--- src/design/cte_pkg.sv ---
// Package for the cube texel to equirectangular address block.
// Holds payload types, pipeline constants, the arctangent table and the stage function.
// No dependencies.
`default_nettype none

package cte_pkg;

   localparam int ANGLE_BITS    = 16;
   localparam int MAX_FACE_SIZE = 1024;
   localparam int MAX_SRC_DIM   = 4096;
   localparam int PRE_SHIFT     = 16;
   localparam int DROP          = 32 - ANGLE_BITS;
   localparam int AW            = ANGLE_BITS + 2;   // signed angle width
   localparam int VW            = 32;               // CORDIC vector width
   localparam int SQRT_STEPS    = 27;
   localparam int ROOT_W        = 27;
   localparam int REM_W         = 30;
   localparam int N_W           = 21;

   // pipeline stage map
   localparam int ST_VEC  = 1;
   localparam int ST_PREP = 2;
   localparam int ST_SQRT = 3;
   localparam int ST_LATP = ST_SQRT + SQRT_STEPS;
   localparam int ST_LAT  = ST_LATP + 1;
   localparam int ST_UV   = ST_LAT + ANGLE_BITS;
   localparam int ST_MUL  = ST_UV + 1;
   localparam int ST_FIX  = ST_MUL + 1;
   localparam int ST_IDX  = ST_FIX + 1;
   localparam int NSTAGE  = ST_IDX + 1;

   // register indexes
   localparam logic [1:0] CSR_SRC_WIDTH  = 2'd0;
   localparam logic [1:0] CSR_SRC_HEIGHT = 2'd1;
   localparam logic [1:0] CSR_FACE_SIZE  = 2'd2;

   // face codes
   localparam logic [2:0] FACE_PX = 3'd0;
   localparam logic [2:0] FACE_NX = 3'd1;
   localparam logic [2:0] FACE_PY = 3'd2;
   localparam logic [2:0] FACE_NY = 3'd3;
   localparam logic [2:0] FACE_PZ = 3'd4;
   localparam logic [2:0] FACE_NZ = 3'd5;

   typedef struct packed {
      logic [2:0] face;
      logic [9:0] tex_x;
      logic [9:0] tex_y;
   } req_type;

   typedef struct packed {
      logic [11:0] src_col;
      logic [11:0] src_row;
      logic [23:0] src_index;
      logic        bad_coord;
   } rsp_type;

   typedef struct packed {
      logic [2:0]             face;
      logic [9:0]             tx;
      logic [9:0]             ty;
      logic                   bad;
      logic signed [12:0]     dx;
      logic signed [12:0]     dy;
      logic signed [12:0]     dz;
      logic [N_W-1:0]         n;
      logic                   zlon;
      logic signed [VW-1:0]   lx;
      logic signed [VW-1:0]   ly;
      logic signed [AW-1:0]   lang;
      logic [REM_W-1:0]       rem;
      logic [ROOT_W-1:0]      root;
      logic signed [VW-1:0]   qx;
      logic signed [VW-1:0]   qy;
      logic signed [AW-1:0]   qang;
      logic [ANGLE_BITS-1:0]  u;
      logic [ANGLE_BITS:0]    v;
      logic [11:0]            col;
      logic [12:0]            rowp;
      logic [11:0]            row;
      logic [23:0]            idx;
   } pipe_type;

   localparam logic [31:0] ATAN_TURN32 [32] = '{
      32'h20000000, 32'h12E4051E, 32'h09FB385B, 32'h051111D4, 32'h028B0D43,
      32'h0145D7E1, 32'h00A2F61E, 32'h00517C55, 32'h0028BE53, 32'h00145F2F,
      32'h000A2F98, 32'h000517CC, 32'h00028BE6, 32'h000145F3, 32'h0000A2FA,
      32'h0000517D, 32'h000028BE, 32'h0000145F, 32'h00000A30, 32'h00000518,
      32'h0000028C, 32'h00000146, 32'h000000A3, 32'h00000051, 32'h00000029,
      32'h00000014, 32'h0000000A, 32'h00000005, 32'h00000003, 32'h00000001,
      32'h00000001, 32'h00000000
   };

   // arctangent of 2^-i rounded to ANGLE_BITS bits of a turn
   function automatic logic signed [AW-1:0] atan_step(input int i);
      logic [32:0] t;
      t = {1'b0, ATAN_TURN32[i % 32]} + (33'd1 << (DROP - 1));
      return AW'(t >> DROP);
   endfunction

   // work of pipeline stage idx (idx >= ST_VEC) on the item of the previous stage
   function automatic pipe_type next_stage(input int idx, input pipe_type p,
                                          input logic [12:0] w, input logic [12:0] h,
                                          input logic [10:0] s);
      pipe_type             q;
      logic signed [12:0]   a;
      logic signed [12:0]   b;
      logic signed [12:0]   sz;
      logic signed [26:0]   acc;
      logic [53:0]          vv;
      logic [1:0]           pair;
      logic [REM_W-1:0]     remn;
      logic [REM_W-1:0]     trial;
      logic signed [VW-1:0] sx;
      logic signed [VW-1:0] sy;
      logic signed [AW-1:0] t;
      logic signed [AW-1:0] lon;
      logic signed [AW:0]   vs;
      logic [28:0]          pu;
      logic [29:0]          pv;
      logic [24:0]          pi;
      int                   k;
      q = p;
      if (idx == ST_VEC) begin
         sz = 13'(s);
         a = 13'({2'b0, p.tx, 1'b1}) - sz;
         b = 13'({2'b0, p.ty, 1'b1}) - sz;
         q.bad = (p.face > FACE_NZ) || (s > 11'(MAX_FACE_SIZE)) ||
                 ({1'b0, p.tx} >= s) || ({1'b0, p.ty} >= s);
         case (p.face)
            FACE_PX: begin q.dx = sz;  q.dy = -b;  q.dz = -a; end
            FACE_NX: begin q.dx = -sz; q.dy = -b;  q.dz = a;  end
            FACE_PY: begin q.dx = a;   q.dy = sz;  q.dz = b;  end
            FACE_NY: begin q.dx = a;   q.dy = -sz; q.dz = -b; end
            FACE_PZ: begin q.dx = a;   q.dy = -b;  q.dz = sz; end
            default: begin q.dx = -a;  q.dy = -b;  q.dz = -sz; end
         endcase
      end else if (idx == ST_PREP) begin
         acc = 27'(p.dx * p.dx) + 27'(p.dz * p.dz);
         q.n = acc[N_W-1:0];
         q.zlon = (p.dx == 13'sd0) && (p.dz == 13'sd0);
         sx = VW'(p.dx) <<< PRE_SHIFT;
         sy = VW'(p.dz) <<< PRE_SHIFT;
         if (p.dx < 0) begin
            q.lx = -sx;
            q.ly = -sy;
            q.lang = AW'(1) <<< (ANGLE_BITS - 1);
         end else begin
            q.lx = sx;
            q.ly = sy;
            q.lang = '0;
         end
         q.rem = '0;
         q.root = '0;
      end else if (idx >= ST_SQRT && idx < ST_LATP) begin
         // one root bit per stage
         k = idx - ST_SQRT;
         vv = {1'b0, p.n, 32'b0};
         pair = vv[2 * (SQRT_STEPS - 1 - k) +: 2];
         remn = {p.rem[REM_W-3:0], pair};
         trial = REM_W'({p.root, 2'b01});
         if (remn >= trial) begin
            q.rem = remn - trial;
            q.root = {p.root[ROOT_W-2:0], 1'b1};
         end else begin
            q.rem = remn;
            q.root = {p.root[ROOT_W-2:0], 1'b0};
         end
         // longitude iterations ride along with the root
         if (k < ANGLE_BITS) begin
            t = atan_step(k);
            sx = p.ly >>> k;
            sy = p.lx >>> k;
            if (!p.ly[VW-1]) begin
               q.lx = p.lx + sx; q.ly = p.ly - sy; q.lang = p.lang + t;
            end else begin
               q.lx = p.lx - sx; q.ly = p.ly + sy; q.lang = p.lang - t;
            end
         end
      end else if (idx == ST_LATP) begin
         q.qx = VW'(p.root);
         q.qy = VW'(p.dy) <<< PRE_SHIFT;
         q.qang = '0;
      end else if (idx >= ST_LAT && idx < ST_UV) begin
         k = idx - ST_LAT;
         t = atan_step(k);
         sx = p.qy >>> k;
         sy = p.qx >>> k;
         if (!p.qy[VW-1]) begin
            q.qx = p.qx + sx; q.qy = p.qy - sy; q.qang = p.qang + t;
         end else begin
            q.qx = p.qx - sx; q.qy = p.qy + sy; q.qang = p.qang - t;
         end
      end else if (idx == ST_UV) begin
         lon = p.zlon ? '0 : p.lang;
         q.u = ANGLE_BITS'(lon + (AW'(1) <<< (ANGLE_BITS - 1)));
         vs = ((AW+1)'(p.qang) <<< 1) + ((AW+1)'(1) <<< (ANGLE_BITS - 1));
         if (vs < 0)
            q.v = '0;
         else if (vs > ((AW+1)'(1) <<< ANGLE_BITS))
            q.v = (ANGLE_BITS+1)'(1) << ANGLE_BITS;
         else
            q.v = vs[ANGLE_BITS:0];
      end else if (idx == ST_MUL) begin
         pu = 29'(p.u) * 29'(w);
         pv = 30'(p.v) * 30'(h);
         q.col = pu[ANGLE_BITS +: 12];
         q.rowp = pv[ANGLE_BITS +: 13];
      end else if (idx == ST_FIX) begin
         // top of the latitude range wraps to the first row
         q.row = (p.rowp == h) ? 12'd0 : p.rowp[11:0];
         if (p.bad) begin
            q.row = '0;
            q.col = '0;
         end
      end else if (idx == ST_IDX) begin
         pi = 25'(p.row) * 25'(w) + 25'(p.col);
         q.idx = p.bad ? 24'd0 : pi[23:0];
      end
      return q;
   endfunction

endpackage

`default_nettype wire

--- src/design/cte_flow.sv ---
// Flow control for the address pipeline: stage valid bits and output skid stage.
// Depends on cte_pkg.
`default_nettype none

module cte_flow (
   input  wire logic                         clock,
   input  wire logic                         reset,
   input  wire logic                         in_valid,
   input  wire logic                         out_stall,
   output logic                              advance,
   output logic                              skid_load,
   output logic [cte_pkg::NSTAGE-1:0]        vld,
   output logic                              skid_valid
);

   logic [cte_pkg::NSTAGE-1:0] vld_ff;
   logic [cte_pkg::NSTAGE-1:0] vld_in;
   logic                       skid_ff;
   logic                       skid_in;

   // pipeline moves while the skid stage is empty
   assign advance   = !skid_ff;
   assign skid_load = advance && vld_ff[cte_pkg::NSTAGE-1] && out_stall;
   assign vld       = vld_ff;
   assign skid_valid = skid_ff;

   always_comb begin
      vld_in = vld_ff;
      if (advance)
         vld_in = {vld_ff[cte_pkg::NSTAGE-2:0], in_valid};
      skid_in = skid_ff;
      if (skid_load)
         skid_in = 1'b1;
      else if (skid_ff && !out_stall)
         skid_in = 1'b0;
   end

   always_ff @(posedge clock) begin
      if (reset) begin
         vld_ff  <= '0;
         skid_ff <= 1'b0;
      end else begin
         vld_ff  <= vld_in;
         skid_ff <= skid_in;
      end
   end

endmodule

`default_nettype wire

--- config.mk ---
export PLATFORM = sky130hd
export DESIGN_NAME = cte_flow
export DESIGN_NICKNAME = d
export VERILOG_FILES = /design/src/design/cte_pkg.sv /design/src/design/cte_flow.sv
export SDC_FILE = /design/constraint.sdc
export NUM_CORES = 1
export LEC_CHECK = 0
export ABC_CLOCK_PERIOD_IN_PS = 900
export BUFFER_PORTS_ARGS = -buffer_cell sky130_fd_sc_hd__buf_2
export CAP_MARGIN = 30
export CORE_ASPECT_RATIO = 0.6
export CORE_UTILIZATION = 45
export DETAILED_ROUTE_END_ITERATION = 16
export PLACE_DENSITY = 0.74
export SYNTH_ARGS = -nofsm -noshare
export SYNTH_HDL_FRONTEND = slang
export SYNTH_SLANG_ARGS = --single-unit
--- constraint.sdc ---
create_clock -name clock -period 0.9 [get_ports clock]
set_input_delay 0.135 -clock clock [delete_from_list [all_inputs] [get_ports clock]]
set_output_delay 0.135 -clock clock [all_outputs]
set_load 0.02 [all_outputs]
==> summary.md, run 1 <==
| Metric | Value |
|---|---|
| Number of max-slew violations in the final report | 0 |
| Ratio of cells with drive above 1 in the final layout | 66.2% |
| Post-Syn Nets | ~170 |
| Floorplan Core Area | ~0.0038 sq mm |
| Total track usage | between 20% and 30% |
| Number of ports placed on the die boundary | 58 |
| Dominant register cell in the synthesized netlist | sky130_fd_sc_hd__dfxtp_1 |
| Setup violations, final | 74 |
| Worst Setup Start Kind | register |
| Die Width | 85.5 microns |
| Antenna-violating nets left | 0 |
| Clock network latency to the later pin of the worst-skew pair | approximately 0.30 ns |
| Max Buffers Root-to-Sink | 2 |
| Met1 Resource Use GR | 29.5% |
| Count of input and output buffers | 57 |
| Filler-free cell count of the finished design | ~330 |
| Maximum vdd drop | 1.17 mV |
| Cell area after synthesis | roughly 0.0019 sq mm |
| Final Total Pwr | 3.81 mW |
| Via density per instance | 4.92 |
| Utilization after layout | between 80% and 90% |
| Arrival time at the worst endpoint | 1.05 ns |
| Number of fill cells in the layout | 192 |
| Placement Rows | 17 |
| Worst-path cell with the longest stage delay | sky130_fd_sc_hd__dfxtp_4 |
| Share of synthesized registers carrying an async set or reset | 0% |
| Via count | around 1600 |
| Maximum Capacitance Violations | 0 |
| Worst setup path class | register to primary output |
| Sort of element at the end of the critical path | primary output |
| CTS tree | built |
| Violation count after the first detailed-routing iteration | 28 |
| WP data required | about 0.76 ns |
| Met3 Use GR | 6.03% |
| Total global routing overflow | 0 |
| H-tree lvl count | 2 |
| Violations in the final reports | setup timing |
| Final cycle utilization of the critical path | 131% |
| # nets final | ~290 |
| CTS root buf | sky130_fd_sc_hd__clkbuf_8 |
| Global routing met2 resource utilization | about two fifths |
| Routed length per instance | ~16 microns |
| Transition time at the pin with the least slew margin | 0.247 ns |
| Placed Cells incl. Taps | 269 |
| Result of the run | finished with violations |
| Pin count of the biggest net entering global routing | 26 |
| Synth Area per Inst | ~11 sq um |
| Routability Congestion | 0.657 |
| Register Area | 0.00112 sq mm |
| Sw Ratio | 20.7% |
| Relative area change from synthesis to final layout | 71.5% |
| Min setup slack post-route | -0.281 ns |
| Cells after synthesis | 170 |
| Flip-flop and latch count after synthesis | 52 |
| Portion of total power attributed to sequential cells | 60.3% |
| Max-slew headroom at the worst pin | approximately 83% |
| Number of clock buffers inserted by TritonCTS | 5 |
| Combined area of the multi-input logic cells | 758 sq um |
| Slowest cell delay on critical path | around 0.4 ns |
| Critical path peak fanout | 4 |
| Hold WS | approximately 0.068 ns |
| Number of global-route vias before repair | approximately 1600 |
| DIE HEIGHT | 52.1 microns |
| Pwr per Cell Area | 1180 mW/mm^2 |
| Number of enable-type register cells in the synthesized netlist | 0 |
| Clock-pin slew reported for the worst setup and hold paths after clock tree synthesis | approximately 0.090 ns |
| Number of warning messages in the yosys log | 0 |
| Final worst path period need | ~1.2 ns |
| Cell variety after synth | 11 |
| Leakage power total | around 1.3 nW |
| Number of antenna repair diodes | 0 |
| Post-detail-place hpwl | between 2000 and 2500 microns |
| DRC violations left | 0 |
| Initial DRT Pass Iterations | 4 |
| Leading cell types by total area after synthesis | sky130_fd_sc_hd__dfxtp_1 55%, sky130_fd_sc_hd__mux2i_1 27%, sky130_fd_sc_hd__nor2_1 10%, sky130_fd_sc_hd__buf_8 4.0%, sky130_fd_sc_hd__clkbuf_1 0.80% |
| Share of power burned in combinational logic | around 2.8% |
| Synth area leader | sky130_fd_sc_hd__dfxtp_1 |
| Total internal power | around 3.0 mW |
| Num Clock Sinks | 52 |
| RSZ-0062 raised after global routing | true |
| Total count of hold-check failures in the final report | 0 |
| Sequential fraction of the synthesis area | 55.4% |
| Routed wire length | 5350 microns |
| Top post-synthesis cells by count | 52 x sky130_fd_sc_hd__dfxtp_1, 52 x sky130_fd_sc_hd__nor2_1, 51 x sky130_fd_sc_hd__mux2i_1 |
| Synth top area share | approximately 55% |
| Effective utilization at floorplan | between 40% and 50% |
| Max Clock Skew | 0.00446 ns |
| Ordered cell list for the critical path | clkinvlp_4 -> and3_4 -> buf_6 |
| Antenna violations before repair | 0 |
| Class of the most critical hold timing path | primary input to register |
| Busiest metal layer after global routing | met2 |
| Fmax | ~0.85 GHz |
| Die Area | about 0.0045 sq mm |
| Wire length of the first global-routing pass | roughly 7700 microns |
| Portion of total power attributed to the clock network | 36.9% |
| Net switching power of the design | slightly below 0.8 mW |
==> path summary, 6_finish.rpt <==
path,start,end,slack [ns],depth (start not counted)
max,skid_valid$_SDFFE_PP0P_,skid_load,-0.28,3
min,in_valid,vld[0]$_SDFFE_PP0N_,0.07,3
max reg2reg,skid_valid$_SDFFE_PP0P_,vld[24]$_SDFFE_PP0N_,-0.26,4
min reg2reg,vld[7]$_SDFFE_PP0N_,vld[7]$_SDFFE_PP0N_,0.53,2
==> stage by stage <==
stage | setup slack [ns] | area (sq um) | TNS, ns
floorplan | -0.115 | 1900 | -5.69
global placement | -0.0671 | 2220 | -2.37
detailed placement | -0.100 | 2220 | -3.30
CTS | -0.267 | 3060 | -7.32
global route | -0.320 | 3220 | -12.17
finish | -0.281 | 3220 | -8.50
==> cells in the final DEF (no fill, tap or decap), types with 4 or more instances in the layout <==
| cell type | count |
|---|---|
| sky130_fd_sc_hd__dfxtp_2 | 48 |
| sky130_fd_sc_hd__buf_2 | 4 |
| sky130_fd_sc_hd__mux2i_1 | 44 |
| sky130_fd_sc_hd__clkbuf_8 | 7 |
| sky130_fd_sc_hd__mux2i_2 | 7 |
| sky130_fd_sc_hd__buf_6 | 55 |
| sky130_fd_sc_hd__buf_4 | 48 |
| sky130_fd_sc_hd__buf_12 | 4 |
| sky130_fd_sc_hd__dfxtp_4 | 4 |
| sky130_fd_sc_hd__nor2_1 | 51 |
==> flip-flops by register name, indices dropped and copies added (netlist names) <==
signal / flops
skid_valid: 1
vld: 51
==> layout make-up <==
class | instances | share of cell area, %
tap | 47 | 1.82
timing repair buffer | 116 | 36.8
multi-input combinational | 105 | 23.5
clock buffer | 7 | 2.99
sequential | 52 | 34.6
inverter | 1 | 0.233
==> worst max-delay path, delay by kind of cell (launching register included) <==
| kind | cells | cell delay [ns] |
|---|---|---|
| and+or+nand+nor | 1 | 0.14 |
| buffers and inverters | 2 | 0.21 |
| DFF | 1 | 0.40 |
==> timing repair <==
item,4_1_cts,5_1_grt
hold endpoints to repair,0,0
hold buffers,0,0
resized for setup,157,16
buffers inserted,42,6
pin swaps,0,1
cloned,1,3
endpoints found under the setup margin,105,106
==> power groups by stage <==
| stage | Sequential [mW] | Combinational, mW | Clock (mW) |
|---|---|---|---|
| after floorplan | 2.37 | 0.0406 | 0 |
| after global placement | 2.36 | 0.0841 | 0 |
| after detailed placement | 2.36 | 0.0850 | 0 |
| after CTS | 2.30 | 0.102 | 1.41 |
| after global routing | 2.30 | 0.112 | 1.56 |
| final | 2.30 | 0.106 | 1.41 |
==> logic make-up after synthesis <==
logic type,Yosys count,share of synthesized area [%]
buffers and inverters,13,6.12
multiplexers,51,27.1
flip-flops,52,55.4
AND/OR/NAND/NOR,54,11.4
==> routing by layer <==
metal  routed length (microns)  vias to the layer above
li1                          -                      787
met1                      2470                      778
met2                      2650                       45
met3                       203                        4
met4                        29                        0
met5                         0                        -
Note: power is estimated with default switching activity, not from simulation.
==> run 2: changes to the inputs <==
--- a/config.mk
+++ b/config.mk
@@ -12,6 +12,7 @@
 export CORE_UTILIZATION = 45
 export DETAILED_ROUTE_END_ITERATION = 16
 export PLACE_DENSITY = 0.74
+export REMOVE_ABC_BUFFERS = 1
 export SYNTH_ARGS = -nofsm -noshare
 export SYNTH_HDL_FRONTEND = slang
 export SYNTH_SLANG_ARGS = --single-unit
==> run 2 against run 1 <==
The flow still finishes with violations (setup timing); critical path depth rose by 1; first-iteration DRC count rose by 50%; power fell by 3.6%; final cell count rose by 0.91%; clock power fell by 11%; via count fell by 3.2%; sequential share of layout area barely moved; clock skew rose by 0.0058 ns; routed wire length fell by 9.0%; critical path type unchanged.
==> summary.md, run 2 (synthesis results as in run 1) <==
| Metric | Value |
|---|---|
| Clock network latency to the later pin of the worst-skew pair | ~0.3 ns |
| Post-detail-place hpwl | between 2000 and 2500 microns |
| Routed wire length | between 4000 and 5000 microns |
| Min setup slack post-route | -0.334 ns |
| Max-slew headroom at the worst pin | about 86% |
| Pin count of the biggest net entering global routing | 20 |
| R2R setup slack | -0.30 ns |
| Max FFs per register | between 50 and 60 |
| CTS tree | built |
| Total count of hold-check failures in the final report | 0 |
| Arrival time at the worst endpoint | 1.10 ns |
| Max Buffers Root-to-Sink | 2 |
| Routability Congestion | between 0.6 and 0.7 |
| Floorplan Core Area | roughly 0.0038 sq mm |
| Number of clock buffers inserted by TritonCTS | 5 |
| Worst setup path class | register to primary output |
| Net switching power of the design | between 0.7 and 0.8 mW |
| DRC violations left | 0 |
| Number of max-slew violations in the final report | 0 |
| Transition time at the pin with the least slew margin | about 0.2 ns |
| Initial DRT Pass Iterations | 4 |
| Total global routing overflow | 0 |
| Class of the most critical hold timing path | primary input to register |
| Number of antenna repair diodes | 0 |
| Utilization after layout | between 80 and 90% |
| Antenna violations before repair | 0 |
| Count of input and output buffers | 57 |
| Violations in the final reports | setup timing |
| Die Width | 85.5 microns |
| Via count | 1563 |
| Violation count after the first detailed-routing iteration | 42 |
| WP data required | ~0.76 ns |
| CTS root buf | sky130_fd_sc_hd__clkbuf_8 |
| Antenna-violating nets left | 0 |
| Sw Ratio | around 22% |
| Final cycle utilization of the critical path | 137% |
| Most common cell after layout, fill and taps aside | sky130_fd_sc_hd__buf_6 |
| Critical path peak fanout | 3 |
| Max Clock Skew | 0.0103 ns |
| Pwr per Cell Area | 1150 mW/mm^2 |
| Sort of element at the end of the critical path | primary output |
| Number of global-route vias before repair | approximately 1600 |
| Leakage power total | 1.36 nW |
| Maximum vdd drop | about 1.1 mV |
| Share of power burned in combinational logic | between 3 and 4% |
| Setup violations, final | 68 |
| Num Clock Sinks | 52 |
| Clock-pin slew reported for the worst setup and hold paths after clock tree synthesis | 0.09 ns |
| # hold bufs at CTS | 0 |
| # nets final | about 290 |
| DIE HEIGHT | between 50 and 60 microns |
| Number of fill cells in the layout | approximately 210 |
| Fmax | 0.810 GHz |
| Number of ports placed on the die boundary | between 50 and 60 |
| TNS Setup | -9.17 ns |
| Worst Setup Start Kind | register |
| Die Area | around 0.0045 sq mm |
| Via density per instance | around 4.7 |
| Portion of total power attributed to sequential cells | between 60% and 70% |
| Commonest non-fill, non-tap cells in the layout | 58 x sky130_fd_sc_hd__buf_6, 52 x sky130_fd_sc_hd__nor2_1, 51 x sky130_fd_sc_hd__buf_4, 50 x sky130_fd_sc_hd__dfxtp_2, 47 x sky130_fd_sc_hd__mux2i_1 |
| Result of the run | finished with violations |
| Portion of total power attributed to the clock network | roughly a third |
| RSZ-0062 raised after global routing | true |
| Maximum Capacitance Violations | 0 |
| H-tree lvl count | 2 |
| Total internal power | slightly below 3 mW |
| Final worst path period need | approximately 1.2 ns |
| Routed length per instance | about 15 microns |
| Wire length of the first global-routing pass | about 7700 microns |
| Effective utilization at floorplan | ~50% |
| Ratio of cells with drive above 1 in the final layout | around two thirds |
| Relative area change from synthesis to final layout | 70.7% |
| Placement Rows | 17 |
| Total track usage | 23.2% |
run 2: cell count changes in the layout (fill, tap and decap cells not counted), moves of 2 or more:
| cell | previous run | this run |
|---|---|---|
| sky130_fd_sc_hd__clkbuf_8 | 7 | 5 |
| sky130_fd_sc_hd__dfxtp_2 | 48 | 50 |
| sky130_fd_sc_hd__mux2i_2 | 7 | 4 |
| sky130_fd_sc_hd__buf_4 | 48 | 51 |
| sky130_fd_sc_hd__buf_6 | 55 | 58 |
| sky130_fd_sc_hd__dfxtp_4 | 4 | 2 |
| sky130_fd_sc_hd__mux2i_1 | 44 | 47 |
run 2: worst paths after layout:
check                              end  cells after the start                     from
setup / recovery             skid_load                      4  skid_valid$_SDFFE_PP0P_
hold / removal     vld[0]$_SDFFE_PP0N_                      3                 in_valid
hold reg to reg   vld[41]$_SDFFE_PP0N_                      2     vld[40]$_SDFFE_PP0N_
setup reg to reg  vld[33]$_SDFFE_PP0N_                      4  skid_valid$_SDFFE_PP0P_
run 2: stage by stage:
stage | total power [mW] | instances | cell area (sq um) | hold WS [ns] | setup WS, ns
2_1_floorplan | 2.38 | 158 | 1770 | 0.205 | -2.13
3_3_place_gp | 2.46 | 272 | 2210 | 0.368 | -0.0730
3_5_place_dp | 2.46 | 272 | 2210 | 0.375 | -0.0926
4_1_cts | 3.68 | 329 | 3160 | 0.0598 | -0.318
5_1_grt | 3.79 | 331 | 3210 | 0.115 | -0.364
6_report | 3.68 | 331 | 3210 | 0.105 | -0.334
run 2: worst max-delay path, stage by stage, from the launching register on:
cell                      delay, ns
sky130_fd_sc_hd__dfxtp_4       0.36
sky130_fd_sc_hd__buf_6         0.12
sky130_fd_sc_hd__inv_4         0.04
sky130_fd_sc_hd__and3_4        0.16
sky130_fd_sc_hd__buf_6         0.11
run 2: metal layers:
metal  vias to the layer above  global-route usage (%)  part of all wire [%]  routed length, microns
met3                         4                    5.24                   4.7                     230
met2                        51                    41.9                    48                    2340
li1                        785                       -                     -                       -
met5                         -                       0                     0                       0
met1                       723                    28.8                    46                    2260
met4                         0                    5.28                  0.90                      44
run 2: power by group through the flow:
| stage | sequential (mW) | clock [mW] | combinational (mW) |
|---|---|---|---|
| after CTS | 2.31 | 1.27 | 0.107 |
| final | 2.30 | 1.25 | 0.116 |
| after global routing | 2.31 | 1.36 | 0.123 |
| after detailed placement | 2.37 | 0 | 0.0918 |
| after floorplan | 2.37 | 0 | 0.00941 |
| after global placement | 2.37 | 0 | 0.0915 |
run 2: repair_timing:
item                                    CTS  global route
gates cloned                              2             1
pin swaps                                 0             0
buffers inserted                         48             2
endpoints found under the setup margin  103           105
resized for setup                       172             8
run 2: area by class of cell:
cell class	instances	area (sq um)	area share, %
Inverter	1	6.26	0.195
Clock buffer	6	72.6	2.26
Sequential cell	52	1110	34.6
Timing Repair Buffer	119	1210	37.7
Multi-Input combinational cell	105	744	23.2
Tap cell	47	58.8	1.83
Clock inverter	1	5.00	0.156
==> run 3: changes to the inputs <==
--- a/config.mk
+++ b/config.mk
@@ -8,10 +8,12 @@
 export ABC_CLOCK_PERIOD_IN_PS = 900
 export BUFFER_PORTS_ARGS = -buffer_cell sky130_fd_sc_hd__buf_2
 export CAP_MARGIN = 30
+export CELL_PAD_IN_SITES_DETAIL_PLACEMENT = 2
+export CELL_PAD_IN_SITES_GLOBAL_PLACEMENT = 2
 export CORE_ASPECT_RATIO = 0.6
-export CORE_UTILIZATION = 45
+export CORE_UTILIZATION = 28
 export DETAILED_ROUTE_END_ITERATION = 16
-export PLACE_DENSITY = 0.74
+export PLACE_DENSITY_LB_ADDON = 0.1
 export REMOVE_ABC_BUFFERS = 1
 export SYNTH_ARGS = -nofsm -noshare
 export SYNTH_HDL_FRONTEND = slang
==> run 3 against run 2 <==
The run still ends with setup timing left; critical path depth unchanged; combinational power is 7% lower; die area increased by 59%; sequential power about the same; non-clock buffer count is 6 higher; clock power grew 45%; register-to-register slack is essentially flat; sequential cell count unchanged; clock-buffer cell count grew 1; power is 15% higher; setup slack better by 0.021 ns.
==> summary.md, run 3 (synthesis results as in run 1) <==
| Metric | Value |
|---|---|
| DRC violations left | 0 |
| Violation count after the first detailed-routing iteration | 47 |
| Worst Setup Start Kind | register |
| # hold bufs at CTS | 0 |
| Maximum Capacitance Violations | 0 |
| R2R setup slack | -0.31 ns |
| Number of ports placed on the die boundary | 58 |
| Violations in the final reports | setup timing |
| Class of the most critical hold timing path | primary input to register |
| Max-slew headroom at the worst pin | 85.2% |
| Initial DRT Pass Iterations | 3 |
| Post-placement worst setup slack | -0.108 ns |
| RSZ-0062 raised after global routing | true |
| Number of antenna repair diodes | 0 |
| Worst setup path class | register to register |
| Critical path peak fanout | 7 |
| Total global routing overflow | 0 |
| Total internal power | about 3.3 mW |
| # nets final | around 290 |
| Placed Cells incl. Taps | roughly 310 |
| Pwr per Cell Area | 1230 mW/mm^2 |
| Commonest non-fill, non-tap cells in the layout | 58 x sky130_fd_sc_hd__buf_6, 54 x sky130_fd_sc_hd__buf_4, 50 x sky130_fd_sc_hd__nor2_1, 50 x sky130_fd_sc_hd__dfxtp_2, 39 x sky130_fd_sc_hd__mux2i_1 |
| Total track usage | between 10% and 20% |
| Post-detail-place hpwl | a little over 3000 microns |
| CTS root buf | sky130_fd_sc_hd__clkbuf_8 |
| Worst R2R Path Depth | 4 |
| H-tree lvl count | 2 |
| Hold path depth | 3 |
| Portion of total power attributed to sequential cells | 54.6% |
| WP data required | ~1.1 ns |
| Met1 Resource Use GR | roughly 21% |
| Utilization after layout | 54.3% |
| Result of the run | finished with violations |
| Count of input and output buffers | 57 |
| Filler-free cell count of the finished design | ~380 |
| Via count | ~1700 |
| Portion of total power attributed to the clock network | a little over two fifths |
| Total count of hold-check failures in the final report | 0 |
| Max FFs per register | 51 |
| Final worst path period need | roughly 1.2 ns |
| Total non-filler cell area in the finished layout | ~0.0034 sq mm |
| CTS tree | built |
| Effective utilization at floorplan | slightly below 30% |
| Max Clock Skew | ~0.01 ns |
| Maximum vdd drop | just over 0.7 mV |
| Clock network latency to the later pin of the worst-skew pair | 0.31 ns |
| Number of global-route vias before repair | 1813 |
| Cell Area, Placed | 0.00225 sq mm |
| Floorplan Core Area | ~0.0063 sq mm |
| Placement Rows | 22 |
| Share of power burned in combinational logic | 2.6% |
| Ratio of cells with drive above 1 in the final layout | between 60% and 70% |
| DIE HEIGHT | roughly 65 microns |
| Routability Congestion | around 0.70 |
| Via density per instance | around 4.5 |
| Antenna violations before repair | 0 |
| Fmax | just over 0.8 GHz |
| Max Buffers Root-to-Sink | 2 |
| Number of max-slew violations in the final report | 0 |
| Arrival time at the worst endpoint | roughly 1.4 ns |
| Die Area | slightly above 0.007 sq mm |
| Die Width | ~110 microns |
| Pin count of the biggest net entering global routing | 26 |
| Clock-pin slew reported for the worst setup and hold paths after clock tree synthesis | ~0.1 ns |
| Net switching power of the design | a little under 0.9 mW |
| Wire length of the first global-routing pass | 9470 microns |
| Antenna-violating nets left | 0 |
| Routed wire length | 7460 microns |
| Global routing met2 resource utilization | 33.9% |
| Num Clock Sinks | between 50 and 60 |
| Setup violations, final | 103 |
| Number of fill cells in the layout | approximately 600 |
| Transition time at the pin with the least slew margin | ~0.22 ns |
| Routed length per instance | between 15 and 20 microns |
| Met3 Use GR | under 10% |
| Min setup slack post-route | -0.313 ns |
| Number of clock buffers inserted by TritonCTS | 5 |
| Sw Ratio | 21.1% |
| Leakage power total | approximately 1.4 nW |
| Busiest metal layer after global routing | met2 |
| Relative area change from synthesis to final layout | 82.1% |
| Sort of element at the end of the critical path | register |
| Final cycle utilization of the critical path | 135% |
| Most common cell after layout, fill and taps aside | sky130_fd_sc_hd__buf_6 |
[run 3: changes by cell type in the layout (fill, tap and decap cells not counted), moves of 2 or more]
cell                       delta
sky130_fd_sc_hd__buf_4        +3
sky130_fd_sc_hd__buf_8        +2
sky130_fd_sc_hd__clkbuf_8     +2
sky130_fd_sc_hd__mux2i_1      -8
sky130_fd_sc_hd__mux2i_2      +4
sky130_fd_sc_hd__mux2i_4      +4
sky130_fd_sc_hd__nor2_1       -2
sky130_fd_sc_hd__nor2_2       +2
[run 3: final cells by class]
| class | count | area, sq um | share of cell area [%] |
|---|---|---|---|
| well taps | 84 | 105 | 3.07 |
| flip-flops and latches | 52 | 1110 | 32.4 |
| multi-input cells | 105 | 815 | 23.8 |
| repair buffers | 125 | 1260 | 36.8 |
| clock buffers | 7 | 96.3 | 2.81 |
| inverters | 1 | 6.26 | 0.183 |
| clock inverters | 1 | 30.0 | 0.877 |
[run 3: metrics by stage]
step | total power, mW | setup TNS (ns) | hold WS, ns
after detailed placement | 2.45 | -3.34 | 0.397
after floorplan | 2.38 | -88.32 | 0.205
final | 4.22 | -13.36 | 0.0553
after global routing | 4.36 | -17.02 | 0.0592
after CTS | 4.21 | -9.87 | 0.0686
after global placement | 2.45 | -1.38 | 0.369
[run 3: power by group through the flow]
stage          clock network [mW]  logic [mW]  registers (mW)
6_report                     1.81       0.108            2.31
5_1_grt                      1.94       0.115            2.31
4_1_cts                      1.80       0.103            2.31
3_5_place_dp                    0      0.0874            2.36
3_3_place_gp                    0      0.0835            2.36
2_1_floorplan                   0     0.00941            2.37
[run 3: worst paths after layout]
check	from	end
worst max-delay path	skid_valid$_SDFFE_PP0P_	vld[30]$_SDFFE_PP0N_
worst min-delay path	in_valid	vld[0]$_SDFFE_PP0N_
worst max register to register	skid_valid$_SDFFE_PP0P_	vld[30]$_SDFFE_PP0N_
worst min register to register	vld[0]$_SDFFE_PP0N_	vld[0]$_SDFFE_PP0N_
[run 3: repair_timing]
item                                    CTS  global route
setup buffers                            47            11
endpoints found under the setup margin  105           106
resized for setup                       155            35
hold endpoints to repair                  0             0
pin swaps                                 0             7
cloned                                    1             3
[run 3: critical path, cell delays in order (launching register included)]
cell and delay [ns]:
sky130_fd_sc_hd__dfxtp_4 0.43, sky130_fd_sc_hd__buf_8 0.17, sky130_fd_sc_hd__buf_12 0.16, sky130_fd_sc_hd__mux2i_2 0.26
sky130_fd_sc_hd__nor2_1 0.08
[run 3: per-layer routing]
metal	vias to the layer above	part of all wire [%]
met4	0	1.1
met3	11	2.7
met1	851	45
met5	-	0
met2	38	51
li1	799	-
